## src/rtl/ccr_pkg.sv

```systemverilog
package ccr_pkg;

  // Table geometry and coordinate format
  localparam int MAX_POINTS = 16;
  localparam int COORD_BITS = 16;
  localparam int IDX_W      = $clog2(MAX_POINTS);
  localparam int CNT_W      = $clog2(MAX_POINTS + 1);
  localparam int NUM_TAPS   = 4;

  // Fixed field widths
  localparam int PC_W  = 5;
  localparam int T_W   = 16;
  localparam int OUT_W = 24;

  // Working widths: coefficients and Horner partials fit in COORD_BITS+6
  localparam int WW  = COORD_BITS + 6;
  localparam int PRW = WW + T_W + 1;
  localparam int SW  = (WW > OUT_W) ? WW : OUT_W;

  // Command queue between front and back
  localparam int Q_DEPTH = 4;
  localparam int QP_W    = $clog2(Q_DEPTH);
  localparam int QC_W    = $clog2(Q_DEPTH + 1);

  // Result buffer, sized to cover the back-end pipeline
  localparam int OUT_DEPTH = 8;
  localparam int OP_W      = $clog2(OUT_DEPTH);
  localparam int OC_W      = $clog2(OUT_DEPTH + 1);

  localparam logic [PC_W-1:0] PC_RESET = PC_W'(5);

  typedef enum logic {
    OP_LOAD = 1'b0,
    OP_EVAL = 1'b1
  } op_e;

  typedef logic signed [COORD_BITS-1:0] coord_t;
  typedef logic signed [WW-1:0]         wk_t;
  typedef logic signed [PRW-1:0]        prod_t;
  typedef logic signed [SW-1:0]         satw_t;
  typedef logic signed [OUT_W-1:0]      out_t;

  typedef struct packed {
    coord_t x;
    coord_t y;
    coord_t z;
  } point_t;

  typedef struct packed {
    logic                             is_eval;
    logic [IDX_W-1:0]                 wr_idx;
    point_t                           pt;
    logic [NUM_TAPS-1:0][IDX_W-1:0]   rd_idx;
    logic [T_W-1:0]                   t;
  } cmd_t;

  typedef struct packed {
    out_t pos_x;
    out_t pos_y;
    out_t pos_z;
    out_t deriv_x;
    out_t deriv_y;
    out_t deriv_z;
  } res_t;

  localparam prod_t RND_HALF = PRW'(32768);
  localparam satw_t OUT_MAX  = SW'(8388607);
  localparam satw_t OUT_MIN  = -SW'(8388608);

  // a * t with t taken as unsigned Q0.16
  function automatic prod_t mul_t16(input wk_t a, input logic [T_W-1:0] t);
    logic signed [T_W:0] ts;
    ts = $signed({1'b0, t});
    return a * ts;
  endfunction

  // Round half up and drop 16 fraction bits
  function automatic wk_t rnd16(input prod_t v);
    prod_t r;
    r = (v + RND_HALF) >>> 16;
    return WW'(r);
  endfunction

  // Halve (round half up) and clamp to the result range
  function automatic out_t half_sat(input wk_t v);
    satw_t e;
    satw_t h;
    e = SW'(v);
    h = (e + SW'(1)) >>> 1;
    if (h > OUT_MAX) begin
      h = OUT_MAX;
    end else if (h < OUT_MIN) begin
      h = OUT_MIN;
    end
    return OUT_W'(h);
  endfunction

endpackage

```

## src/rtl/ccr_front.sv

```systemverilog
module ccr_front (
  input  logic                    clk_i,
  input  logic                    rst_ni,
  input  logic                    cfg_we_i,
  input  logic [ccr_pkg::PC_W-1:0] cfg_wdata_i,
  input  logic                    accept_i,
  input  logic                    op_i,
  input  logic [3:0]              point_index_i,
  input  logic signed [15:0]      point_x_i,
  input  logic signed [15:0]      point_y_i,
  input  logic signed [15:0]      point_z_i,
  input  logic [15:0]             curve_param_i,
  output logic                    push_o,
  output ccr_pkg::cmd_t           cmd_o
);
  import ccr_pkg::*;

  localparam int S_W = T_W + CNT_W;

  logic [PC_W-1:0]  pc_q;
  logic [CNT_W-1:0] n;
  logic [S_W-1:0]   s;
  logic [CNT_W-1:0] seg, seg_p1, i0, i2, i3;
  logic             in_range;

  always_ff @(posedge clk_i or negedge rst_ni) begin
    if (!rst_ni) begin
      pc_q <= PC_RESET;
    end else if (cfg_we_i) begin
      pc_q <= cfg_wdata_i;
    end
  end

  // Effective loop length: zero acts as one, clamp to table size
  always_comb begin
    if (pc_q == '0) begin
      n = CNT_W'(1);
    end else if (int'(pc_q) > MAX_POINTS) begin
      n = CNT_W'(MAX_POINTS);
    end else begin
      n = CNT_W'(pc_q);
    end
  end

  // u < 1, so the integer part is already below n
  assign s      = S_W'(curve_param_i) * S_W'(n);
  assign seg    = s[S_W-1:T_W];
  assign seg_p1 = seg + CNT_W'(1);

  always_comb begin
    i0 = (seg == '0) ? (n - CNT_W'(1)) : (seg - CNT_W'(1));
    i2 = (seg_p1 == n) ? '0 : seg_p1;
    i3 = ((i2 + CNT_W'(1)) == n) ? '0 : (i2 + CNT_W'(1));
  end

  assign in_range = int'(point_index_i) < MAX_POINTS;

  always_comb begin
    cmd_o           = '0;
    cmd_o.is_eval   = (op_i == OP_EVAL);
    cmd_o.wr_idx    = IDX_W'(point_index_i);
    cmd_o.pt.x      = COORD_BITS'(point_x_i);
    cmd_o.pt.y      = COORD_BITS'(point_y_i);
    cmd_o.pt.z      = COORD_BITS'(point_z_i);
    cmd_o.rd_idx[0] = IDX_W'(i0);
    cmd_o.rd_idx[1] = IDX_W'(seg);
    cmd_o.rd_idx[2] = IDX_W'(i2);
    cmd_o.rd_idx[3] = IDX_W'(i3);
    cmd_o.t         = s[T_W-1:0];
  end

  // Loads outside the table are dropped here
  assign push_o = accept_i && ((op_i == OP_EVAL) || in_range);

endmodule

```

## config.mk

```make
export PLATFORM = sky130hd
export DESIGN_NAME = ccr_front
export DESIGN_NICKNAME = d
export VERILOG_FILES = /design/src/rtl/ccr_pkg.sv /design/src/rtl/ccr_front.sv
export SDC_FILE = /design/constraint.sdc
export NUM_CORES = 1
export LEC_CHECK = 0
export ABC_AREA = 1
export BUFFER_PORTS_ARGS = -buffer_cell sky130_fd_sc_hd__buf_4
export CAP_MARGIN = 20
export CORE_MARGIN = 2
export CORE_UTILIZATION = 51
export DETAILED_ROUTE_END_ITERATION = 16
export MAX_ROUTING_LAYER = met4
export PLACE_DENSITY = 0.84
export SLEW_MARGIN = 20
export SYNTH_ARGS = -nofsm -noshare
export SYNTH_HDL_FRONTEND = slang
export SYNTH_SLANG_ARGS = --single-unit
```

## constraint.sdc

```tcl
create_clock -name clk_i -period 10.9 [get_ports clk_i]
set_input_delay 2.18 -clock clk_i [delete_from_list [all_inputs] [get_ports clk_i]]
set_output_delay 2.18 -clock clk_i [all_outputs]
set_load 0.1 [all_outputs]
```

==> results.yml <==
worst_setup_path:
  endpoint_kind: "output pin"
  critPathMaxFanout: 7
  slowest_delay_ns: 0.55
  slowest_stage: "fa_1"
  start_kind: "primary input"
  crit_type: "primary input to output pin"
  worst-path-buf-inv: 6
  critPathTopFamily: "adder cells"
  critPathRequiredTime_ns: 8.72
  critPathArrivalTime_ns: 7.74
drt:
  ant_nets: 0
  vias: 3606
  vias_per_cell: 5.09
  drt_first_iter_violations: 194
  drtPass1Iterations: 5
  drcViolationCount: 0
  routed_wl_um: 9280
  routedWlPerCell_um: 13.1
yosys:
  synth_cell_type_count: 34
  ys_warn_count: 0
  synth-seq-cells: 5
  synthAdderAreaFrac_pct: 31.7
  syn_inst: 606
  synth-xor-area-share_pct: 3.76
  netlist_area_sq_um: 3960
  synth-compound-area-share_pct: 5.03
  synthesis.nets: 759
  yosys.area_share.simple_pct: 32.7
  synthMuxAreaShare_pct: 0
  seq_area_frac_synth_pct: 3.23
  synth_top_family_by_area: "simple AND/OR/NAND/NOR gates"
  syn_avg_cell_area_sq_um: 6.53
timing:
  setup_viol: 0
  setup_ws_ns: 0.982
  maxClockFrequency_mhz: 101
  report.final.slew_viol_count: 0
  final.min_clock_period_ns: 9.92
  fin_hold_ws_ns: 0.493
  post-route-period-util_pct: 91.0
  slew_headroom_pct: 45.5
  worstMarginPinSlew_ns: 0.818
  rsz0062_at_grt: "no"
  clock_skew_ns: 0
  hold_viol_final: 0
cells_and_area:
  finish.utilization_pct: 54.2
  area_growth_pct: 4.27
  reg_top3: "pc_q x5"
  drive_gt1_share_pct: 16.8
  layout_common_cells: "142 x nand2_1, 130 x inv_1, 61 x nor2_1, 57 x buf_4, 42 x fa_1"
  diodes: 0
  largest_register_ffs: 5
  design_area_sq_um: 4130
  final_common_cell: "nand2_1"
  nNetsFinal: 760
  top_register: "pc_q"
die:
  dieWidth_um: 92.1
  fp.dieH_um: 92.1
  die_area_sq_um: 8480
  io_pins: 164
  start_util_pct: 52.0
  rows: 32
  core-area_sq_um: 7610
place:
  routabilityCongestion: 0.936
  dp_hpwl_um: 8060
  port_buffers: 55
  pre_cts_ws_ns: 0.987
  dpl_cell_area_sq_um: 4080
global_route:
  grt_max_degree: 24
  grt_util_met3_pct: 2.14
  met2_usage_pct: 41.2
  grt-busiest-layer: "met2"
  grt_first_pass_wirelength_um: 15800
  grt_pass1_vias: 3644
  track_usage_pct: 23.1
  met1_usage_pct: 27.0
  grt_overflow: 0
  antenna_found_initial: 0
status:
  status: "completed"
clock_tree:
  clockBufferDepth: 2
  cts_setup_buffers: 0
  post_cts_resized: 0
  cts_max_level: 1
  clock_latency_ns: 0.22
  cts_sinks: 5
  cts_tree: "built"
  clkTransAtPathRegs_ns: 0.03
  cts_hold_buf: 0
  cts_buffers: 3
  cts_root_buf: "clkbuf_8"
run:
  drv_cap: 0
hold_path:
  min_path_type: "flop to flop"
logic make-up (layout without fill, tap and decap cells):
kind of cell | after synthesis | in the layout
xor gates and xnor gates | 17 | 17
DFF | 5 | 5
adders and majority gates | 75 | 75
AOI/OAI and AO/OA | 35 | 35
and+or+nand+nor | 279 | 279
buffers and inverters | 195 | 195
metrics by stage:
step,cells,setup TNS (ns)
after CTS,708,0
after global routing,708,0
after detailed placement,704,0
after global placement,704,0
after floorplan,606,-1.61
final,708,0
synth_stat cells (all sizes together):
master / number / area share (%)
fa: 42 / 21
o21ai: 10 / 1.3
a31oi: 3 / 0.47
dfrtp: 3 / 1.9
nand4: 3 / 0.85
clkbuf: 6 / 0.57
nor2: 67 / 7.2
and3: 3 / 0.60
nand2: 163 / 18
or2: 2 / 0.32
inv: 133 / 13
xnor2: 8 / 1.8
ha: 33 / 10
o21bai: 1 / 0.19
nor3: 1 / 0.13
nand3: 39 / 5.7
o31ai: 1 / 0.19
buf: 55 / 10
dfstp: 2 / 1.3
clkinv: 1 / 0.095
a21oi: 20 / 2.9
and2: 1 / 0.16
xor2: 9 / 2.0
worst paths after layout:
kind | depth (start not counted) | from | slack (ns) | end
setup / recovery | 29 | curve_param_i[9] | 0.98 | cmd_o[31]
hold / removal | 2 | pc_q[2] | 0.49 | pc_q[2]
setup reg to reg | 2 | pc_q[4] | 9.66 | pc_q[4]
hold reg to reg | 2 | pc_q[2] | 0.49 | pc_q[2]
max in group asynchronous | 1 | rst_ni | 8.95 | pc_q[2]
min in group asynchronous | 1 | rst_ni | 1.76 | pc_q[1]
layer usage:
| metal | wire length, um | up-vias | share of wire (%) |
|---|---|---|---|
| met1 | 3670 | 1674 | 39 |
| met2 | 4830 | 142 | 52 |
| met3 | 508 | 33 | 5.5 |
| met5 | 0 | - | 0 |
| met4 | 276 | 0 | 3.0 |
| li1 | - | 1757 | - |
worst register-to-register path, cell delays in order (launching register included):
cell	delay [ns]
dfrtp_1	0.86
inv_1	0.13
o21ai_0	0.17
layout make-up:
cell class              count  area [sq um]
well taps                 102           128
inverters                 134           503
clock buffers               4          45.0
multi-input cells         406          2890
fillers                   759          3480
flip-flops and latches      5           128
repair buffers             57           428
Power is not shown: default switching activity piles up to over one toggle a cycle in this logic, so the estimate is an artifact.
