[src/rtl/ccr_pkg.sv]
package ccr_pkg;

  // Table geometry and coordinate format
  localparam int MAX_POINTS = 16;
  localparam int COORD_BITS = 16;
  localparam int IDX_W      = $clog2(MAX_POINTS);
  localparam int CNT_W      = $clog2(MAX_POINTS + 1);
  localparam int NUM_TAPS   = 4;

  // Fixed field widths
  localparam int PC_W  = 5;
  localparam int T_W   = 16;
  localparam int OUT_W = 24;

  // Working widths: coefficients and Horner partials fit in COORD_BITS+6
  localparam int WW  = COORD_BITS + 6;
  localparam int PRW = WW + T_W + 1;
  localparam int SW  = (WW > OUT_W) ? WW : OUT_W;

  // Command queue between front and back
  localparam int Q_DEPTH = 4;
  localparam int QP_W    = $clog2(Q_DEPTH);
  localparam int QC_W    = $clog2(Q_DEPTH + 1);

  // Result buffer, sized to cover the back-end pipeline
  localparam int OUT_DEPTH = 8;
  localparam int OP_W      = $clog2(OUT_DEPTH);
  localparam int OC_W      = $clog2(OUT_DEPTH + 1);

  localparam logic [PC_W-1:0] PC_RESET = PC_W'(5);

  typedef enum logic {
    OP_LOAD = 1'b0,
    OP_EVAL = 1'b1
  } op_e;

  typedef logic signed [COORD_BITS-1:0] coord_t;
  typedef logic signed [WW-1:0]         wk_t;
  typedef logic signed [PRW-1:0]        prod_t;
  typedef logic signed [SW-1:0]         satw_t;
  typedef logic signed [OUT_W-1:0]      out_t;

  typedef struct packed {
    coord_t x;
    coord_t y;
    coord_t z;
  } point_t;

  typedef struct packed {
    logic                             is_eval;
    logic [IDX_W-1:0]                 wr_idx;
    point_t                           pt;
    logic [NUM_TAPS-1:0][IDX_W-1:0]   rd_idx;
    logic [T_W-1:0]                   t;
  } cmd_t;

  typedef struct packed {
    out_t pos_x;
    out_t pos_y;
    out_t pos_z;
    out_t deriv_x;
    out_t deriv_y;
    out_t deriv_z;
  } res_t;

  localparam prod_t RND_HALF = PRW'(32768);
  localparam satw_t OUT_MAX  = SW'(8388607);
  localparam satw_t OUT_MIN  = -SW'(8388608);

  // a * t with t taken as unsigned Q0.16
  function automatic prod_t mul_t16(input wk_t a, input logic [T_W-1:0] t);
    logic signed [T_W:0] ts;
    ts = $signed({1'b0, t});
    return a * ts;
  endfunction

  // Round half up and drop 16 fraction bits
  function automatic wk_t rnd16(input prod_t v);
    prod_t r;
    r = (v + RND_HALF) >>> 16;
    return WW'(r);
  endfunction

  // Halve (round half up) and clamp to the result range
  function automatic out_t half_sat(input wk_t v);
    satw_t e;
    satw_t h;
    e = SW'(v);
    h = (e + SW'(1)) >>> 1;
    if (h > OUT_MAX) begin
      h = OUT_MAX;
    end else if (h < OUT_MIN) begin
      h = OUT_MIN;
    end
    return OUT_W'(h);
  endfunction

endpackage

[src/rtl/ccr_queue.sv]
module ccr_queue (
  input  logic          clk_i,
  input  logic          rst_ni,
  input  logic          push_i,
  input  ccr_pkg::cmd_t cmd_i,
  output logic          full_o,
  input  logic          pop_i,
  output ccr_pkg::cmd_t cmd_o,
  output logic          empty_o
);
  import ccr_pkg::*;

  cmd_t            mem_q [Q_DEPTH];
  logic [QP_W-1:0] wr_q, rd_q;
  logic [QC_W-1:0] cnt_q;

  always_ff @(posedge clk_i) begin
    if (push_i) begin
      mem_q[wr_q] <= cmd_i;
    end
  end

  always_ff @(posedge clk_i or negedge rst_ni) begin
    if (!rst_ni) begin
      wr_q  <= '0;
      rd_q  <= '0;
      cnt_q <= '0;
    end else begin
      if (push_i) begin
        wr_q <= wr_q + QP_W'(1);
      end
      if (pop_i) begin
        rd_q <= rd_q + QP_W'(1);
      end
      cnt_q <= cnt_q + QC_W'(push_i) - QC_W'(pop_i);
    end
  end

  assign cmd_o   = mem_q[rd_q];
  assign full_o  = (cnt_q == QC_W'(Q_DEPTH));
  assign empty_o = (cnt_q == '0);

endmodule

[config.mk]
export PLATFORM = sky130hd
export DESIGN_NAME = ccr_queue
export DESIGN_NICKNAME = d
export VERILOG_FILES = /design/src/rtl/ccr_pkg.sv /design/src/rtl/ccr_queue.sv
export SDC_FILE = /design/constraint.sdc
export NUM_CORES = 1
export LEC_CHECK = 0
export ABC_AREA = 1
export BUFFER_PORTS_ARGS = -buffer_cell sky130_fd_sc_hd__buf_4
export CAP_MARGIN = 20
export CORE_ASPECT_RATIO = 1.1
export CORE_UTILIZATION = 32
export DETAILED_ROUTE_END_ITERATION = 7
export MAX_ROUTING_LAYER = met4
export PLACE_DENSITY = 0.47
export SKIP_CTS_REPAIR_TIMING = 1
export SLEW_MARGIN = 40
export SYNTH_ARGS = -nofsm -noshare
export SYNTH_HDL_FRONTEND = slang
export SYNTH_SLANG_ARGS = --single-unit
[constraint.sdc]
create_clock -name clk_i -period 3.9 [get_ports clk_i]
set_clock_uncertainty 0.1 [all_clocks]
set_input_delay 0 -clock clk_i [delete_from_list [all_inputs] [get_ports clk_i]]
set_output_delay 0 -clock clk_i [all_outputs]
set_load 0.01 [all_outputs]
==> results.json, run 1 <==
{
  "outcome": "finished with violations",
  "violations": "DRC",
  "syn_inst": 1378,
  "synth_ff_type": "edfxtp_1",
  "slew_headroom": 0.4678,
  "postRouteAntennaNets": 0,
  "maxCapViolCount": 0,
  "io_pins": 176,
  "setup_slack_ps": 1278,
  "grt_pass1_vias": 9046,
  "min_path_type": "in2reg",
  "worstPathArrival_ps": 2520,
  "async_flop_share": 0.02017,
  "row_count": 81,
  "hpwl_mm": 19.01,
  "dp_slack_ps": 1736,
  "cts_sinks": 347,
  "crit_fanout": 49,
  "cp.required_ps": 3800,
  "drt_iter0_drc": 437,
  "gp_congestion": 0.7123,
  "yosys_register_bits": 347,
  "die_h_um": 226.7,
  "yosysWarnings": 0,
  "clk_path_buf_depth": 3,
  "critPathLaunchType": "flop",
  "drt_pass1_iterations": 7,
  "seq_area_frac_synth": 0.7073,
  "routedWlPerCell_um": 15.29,
  "slowest_stage": "dfrtp_4",
  "vdd_drop_max_mv": 0.4353,
  "worst-setup-path-type": "reg2out",
  "cp_num_buf_inv": 2,
  "nets": 1736,
  "overflow": 0,
  "antenna_found_initial": 1,
  "worstSetupStartpoint": "rd_q[1]",
  "cts-root-buf": "clkbuf_16",
  "rsz0062_at_grt": "no",
  "ys_types": 16,
  "area_delta_synth_final_pct": 27.14,
  "finalHoldViolCount": 0,
  "drc": 18,
  "syn_area_per_cell_um2": 10.66,
  "track_usage": 0.1519,
  "layout-drive-gt1-share": 0.1452,
  "path_cells": "buf_4 > nand3_1 > nand2_1 > buf_4",
  "finalSetupTns_ps": 0,
  "hp-start": "cmd_i[35]",
  "grt_max_degree": 173,
  "initial_core_util": 0.3270,
  "cts_htree_levels": 2,
  "end_kind": "primary output",
  "synth_area_leaders": "edfxtp_1, nand2_1, inv_1, nand3_1, dfrtp_1",
  "synthTopCellsByCount": "nand2_1, inv_1, edfxtp_1, nand3_1, buf_2",
  "timing.fmax_mhz": 381.4,
  "power.density_nw_per_um2": 723.0,
  "routed_wl_mm": 34.39,
  "synth_top_area_share": 0.6954,
  "crit_family": "buffers and inverters",
  "cp_common_cell": "buf_4",
  "die_w_um": 206.2,
  "finalSetupViolations": 0,
  "cts_inserted_buffers": 40,
  "yosysMostFrequentCell": "nand2_1",
  "finalCritPeriodShare": 0.6723,
  "die_area_um2": 46750,
  "core_area_um2": 44900,
  "max_stage_delay_ps": 780,
  "via_per_inst": 4.254,
  "path_clk_slew_ps": 60,
  "p_leak_nw": 8.515,
  "synth_edf_count": 340,
  "yosysTopAreaCell": "edfxtp_1",
  "syn-cell-area_um2": 14680,
  "grt_pass1_wl_mm": 52.21,
  "vias": 9567,
  "io_buffers": 175,
  "reg2reg_from": "wr_q[0]",
  "syn_nets": 1474,
  "cts_tree": "built",
  "period_minus_slack_ps": 2622,
  "tightest_slew_ps": 798.4,
  "clock_latency_ps": 510,
  "drv_slew": 0
}
## power breakdown
| part | leakage [nW] | internal (mW) | switching (mW) |
|---|---|---|---|
| combinational | 4.73 | 1.83 | 3.10 |
| sequential | 3.20 | 4.88 | 0.235 |
| clock | 0.578 | 2.04 | 1.41 |
| total | 8.51 | 8.75 | 4.75 |
## registers in the layout, summed over array words and instances (netlist names)
signal  flops
mem_q     340
rd_q        2
wr_q        2
cnt_q       3
## metal layers
layer / global-route usage / part of all wire / vias up
met4: 0.04103 / 0.020 / 0
met3: 0.02501 / 0.038 / 46
met1: 0.1964 / 0.47 / 4543
met5: - / 0 / -
met2: 0.2466 / 0.48 / 167
li1: - / - / 4811
## placed cells by master, fill, tap and decap left out, drive strengths merged
cell type | synthesis | final
clkbuf | 16 | 49
fa | 1 | 1
bufinv | 0 | 2
nand2 | 436 | 436
nand3 | 171 | 171
clkinv | 0 | 19
dfrtp | 7 | 7
o21ai | 1 | 1
inv | 354 | 353
nor3 | 2 | 2
ha | 6 | 6
dlygate4sd3 | 0 | 89
diode | 0 | 1
edfxtp | 340 | 340
xor2 | 3 | 3
buf | 41 | 188
## kinds of logic after synthesis
family	share of synthesized area
buf+inv	0.1137
flops	0.7073
xor+xnor	0.001790
simple gates	0.1704
fa+ha+maj	0.006476
compound gates	0.0003405
## per-stage QoR
stage                     utilization  power (mW)  hold WS (ps)  cells  cell area (um2)
after detailed placement       0.3688       10.18        -262.4   2089            16560
after CTS                      0.3953       13.69        -825.9   2158            17750
final                          0.4158       13.50         120.7   2249            18670
after global routing           0.4158       14.40         104.5   2249            18670
after floorplan                     -       8.031        -395.6   1378            14680
after global placement         0.3688       10.15        -263.9   2089            16560
## final timing paths
path,end,slack (ps),cells past startpoint
min,mem_q[3][35],120,2
min in group asynchronous,cnt_q[0],410,3
max,cmd_o[47],1280,4
min reg2reg,wr_q[0],440,1
max in group asynchronous,rd_q[0],2930,3
max reg2reg,mem_q[2][16],1800,5
## final cells by class
cell class / count / area [um2]
multi-input combinational: 620 / 2629
sequential: 347 / 10390
tap: 581 / 726.9
clock buffer: 49 / 1056
antenna: 1 / 2.502
inverter: 354 / 1345
fill: 4312 / 26230
timing repair buffer: 277 / 2385
clock inverter: 20 / 131.4
Note: power is estimated with default switching activity, not from simulation.
==> inputs of run 2 (changes only) <==
--- a/config.mk
+++ b/config.mk
@@ -5,14 +5,14 @@
 export SDC_FILE = /design/constraint.sdc
 export NUM_CORES = 1
 export LEC_CHECK = 0
-export ABC_AREA = 1
+export ABC_AREA = 0
 export BUFFER_PORTS_ARGS = -buffer_cell sky130_fd_sc_hd__buf_4
 export CAP_MARGIN = 20
 export CORE_ASPECT_RATIO = 1.1
 export CORE_UTILIZATION = 32
 export DETAILED_ROUTE_END_ITERATION = 7
 export MAX_ROUTING_LAYER = met4
-export PLACE_DENSITY = 0.47
+export PLACE_DENSITY = 0.48
 export SKIP_CTS_REPAIR_TIMING = 1
 export SLEW_MARGIN = 40
 export SYNTH_ARGS = -nofsm -noshare
==> constraint.sdc (replaced) <==
create_clock -name clk_i -period 2.5 [get_ports clk_i]
set_clock_uncertainty 0.1 [all_clocks]
set_input_delay 0 -clock clk_i [delete_from_list [all_inputs] [get_ports clk_i]]
set_output_delay 0 -clock clk_i [all_outputs]
set_load 0.01 [all_outputs]
==> results.json, run 2 <==
{
  "row_count": 76,
  "power.density_nw_per_um2": 1132,
  "drt_pass1_iterations": 4,
  "p_leak_nw": 5.763,
  "synth_edf_count": 340,
  "timing.rr.end": "cnt_q[2]",
  "largest_register_ffs": 340,
  "via_per_inst": 4.566,
  "clock_latency_ps": 510,
  "cts_tree": "built",
  "routed_wl_mm": 26.02,
  "reg2reg_from": "cnt_q[0]",
  "r2r_cells": 7,
  "track_usage": 0.1339,
  "final_common_cell": "edfxtp_1",
  "cts_sinks": 347,
  "period_minus_slack_ps": 2272,
  "min_path_type": "in2reg",
  "final_cell_mix": "edfxtp_1, buf_4, dlygate4sd3_1",
  "die_area_um2": 40410,
  "outcome": "complete, no violations",
  "vdd_drop_max_mv": 0.6263,
  "grt_pass1_wl_mm": 38.63,
  "drv_slew": 0,
  "grtUsageMet2": 0.2276,
  "drc": 0,
  "end_kind": "primary output",
  "syn_area_per_cell_um2": 26.46,
  "yosys_register_bits": 347,
  "crit_fanout": 28,
  "timing.fmax_mhz": 440.2,
  "io_buffers": 175,
  "yosysMostFrequentCell": "edfxtp_1",
  "layout-drive-gt1-share": 0.4129,
  "core_area_um2": 39080,
  "worstPathArrival_ps": 2170,
  "gp_congestion": 0.6762,
  "maxCapViolCount": 0,
  "synth_area_leaders": "edfxtp_1, mux4_2, dfrtp_1, ha_1, buf_12",
  "dp_cells": 1154,
  "whs_path_depth": 2,
  "grt_pass1_vias": 6327,
  "cts_htree_levels": 2,
  "use_met3": 0.03572,
  "syn_nets": 575,
  "min_delay_worst_endpoint": "mem_q[0][29]",
  "ff2ff_setup_slack_ps": 700,
  "finalSetupViolations": 0,
  "io_pins": 176,
  "hp-start": "cmd_i[29]",
  "seq_area_frac_synth": 0.8193,
  "drt_iter0_drc": 226,
  "reg_top3": "mem_q: 340 flops, cnt_q: 3 flops",
  "regMostFlops": "mem_q",
  "area_delta_synth_final_pct": 32.24,
  "yosysTopAreaCell": "edfxtp_1",
  "syn-cell-area_um2": 12670,
  "synth_top_area_share": 0.8055,
  "clk_path_buf_depth": 3,
  "cts_inserted_buffers": 38,
  "vias": 5991,
  "fin_cells": 1312,
  "tightest_slew_ps": 483.9,
  "grt_max_degree": 62,
  "synthTopCellsByCount": "edfxtp_1, mux4_2, buf_2, dfrtp_1",
  "nets": 872,
  "cp.required_ps": 2400,
  "routedWlPerCell_um": 19.83,
  "synth_ff_type": "edfxtp_1",
  "die_w_um": 191.8,
  "critPathLaunchType": "flop",
  "finalHoldViolCount": 0,
  "hpwl_mm": 15.10,
  "antenna_found_initial": 1,
  "fillers": 3382,
  "cts-root-buf": "clkbuf_16",
  "grtUsageMet1": 0.1547,
  "ys_types": 19,
  "initial_core_util": 0.3243,
  "finalSetupTns_ps": 0,
  "overflow": 0,
  "postRouteAntennaNets": 0,
  "path_clk_slew_ps": 60,
  "slew_headroom": 0.6774,
  "rsz0062_at_grt": "no",
  "async_flop_share": 0.02017,
  "syn_inst": 479,
  "worst-setup-path-type": "reg2out",
  "yosysWarnings": 0,
  "grt.busiest_layer": "met2",
  "die_h_um": 210.7,
  "finalCritPeriodShare": 0.9088
}
==> run 2: cell count changes after synthesis, moves of 2 or more <==
cell	delta
buf_12	+3
buf_2	-16
nand2_1	-434
mux4_2	+85
buf_4	-4
nand3_1	-171
clkbuf_1	-12
inv_2	-2
buf_6	-8
xnor2_1	+3
inv_1	-346
and2_1	+4
==> run 2: metrics by stage <==
| stage | util | hold WS (ps) | power, mW | instance area, um2 | worst slack (ps) |
|---|---|---|---|---|---|
| finish | 0.4289 | 130.4 | 18.97 | 16760 | 228.1 |
| global route | 0.4289 | 101.7 | 19.97 | 16760 | 102.1 |
| CTS | 0.4060 | -833.0 | 19.30 | 15870 | 126.3 |
| detailed placement | 0.3758 | -271.9 | 14.04 | 14690 | 698.7 |
| global placement | 0.3758 | -277.7 | 13.90 | 14690 | 710.7 |
| floorplan | - | -395.6 | 11.36 | 12680 | 286.3 |
==> run 2: cell type report <==
| class | count | area (um2) | share of cell area |
|---|---|---|---|
| Clock inverter | 17 | 78.83 | 0.004703 |
| Clock buffer | 51 | 1104 | 0.06584 |
| Antenna cell | 1 | 2.502 | 0.0001493 |
| Inverter | 6 | 22.52 | 0.001344 |
| Multi-Input combinational cell | 106 | 2112 | 0.1260 |
| Tap cell | 507 | 634.4 | 0.03785 |
| Timing Repair Buffer | 277 | 2415 | 0.1441 |
| Sequential cell | 347 | 10390 | 0.6200 |
==> run 2: kinds of logic after synthesis <==
kind of cell	after synthesis	share of synthesized area
flops	347	0.8193
buf+inv	26	0.01481
xor+xnor	5	0.003456
mux	85	0.1510
simple gates	8	0.003455
fa+ha+maj	7	0.007502
compound gates	1	0.0003945
==> run 2: critical path: stages, from the launching register on <==
cell and delay, ps:
dfrtp_4 730, buf_4 390, mux4_2 360, buf_4 160
==> run 2: layer usage <==
metal	wire length (um)	up-vias
li1	-	2653
met1	10620	3157
met2	13520	144
met3	1403	37
met4	479	0
met5	0	-
==> run 2: worst max-delay path by stage <==
stage / cells after the start / slack (ps) / startpoint / end
3_3_place_gp: 3 / 710 / rd_q[1] / cmd_o[41]
3_5_place_dp: 3 / 700 / rd_q[1] / cmd_o[41]
2_1_floorplan: 3 / 290 / wr_q[0] / mem_q[0][0]
5_1_grt: 3 / 100 / rd_q[1] / cmd_o[41]
4_1_cts: 3 / 130 / rd_q[1] / cmd_o[41]
6_report: 3 / 230 / rd_q[1] / cmd_o[32]
==> run 2: where the power goes <==
group	leakage [nW]	total, mW	switching (mW)	internal, mW
Sequential	3.20	7.96	0.343	7.61
Combinational	1.98	5.82	2.83	2.99
Clock	0.579	5.19	2.11	3.08
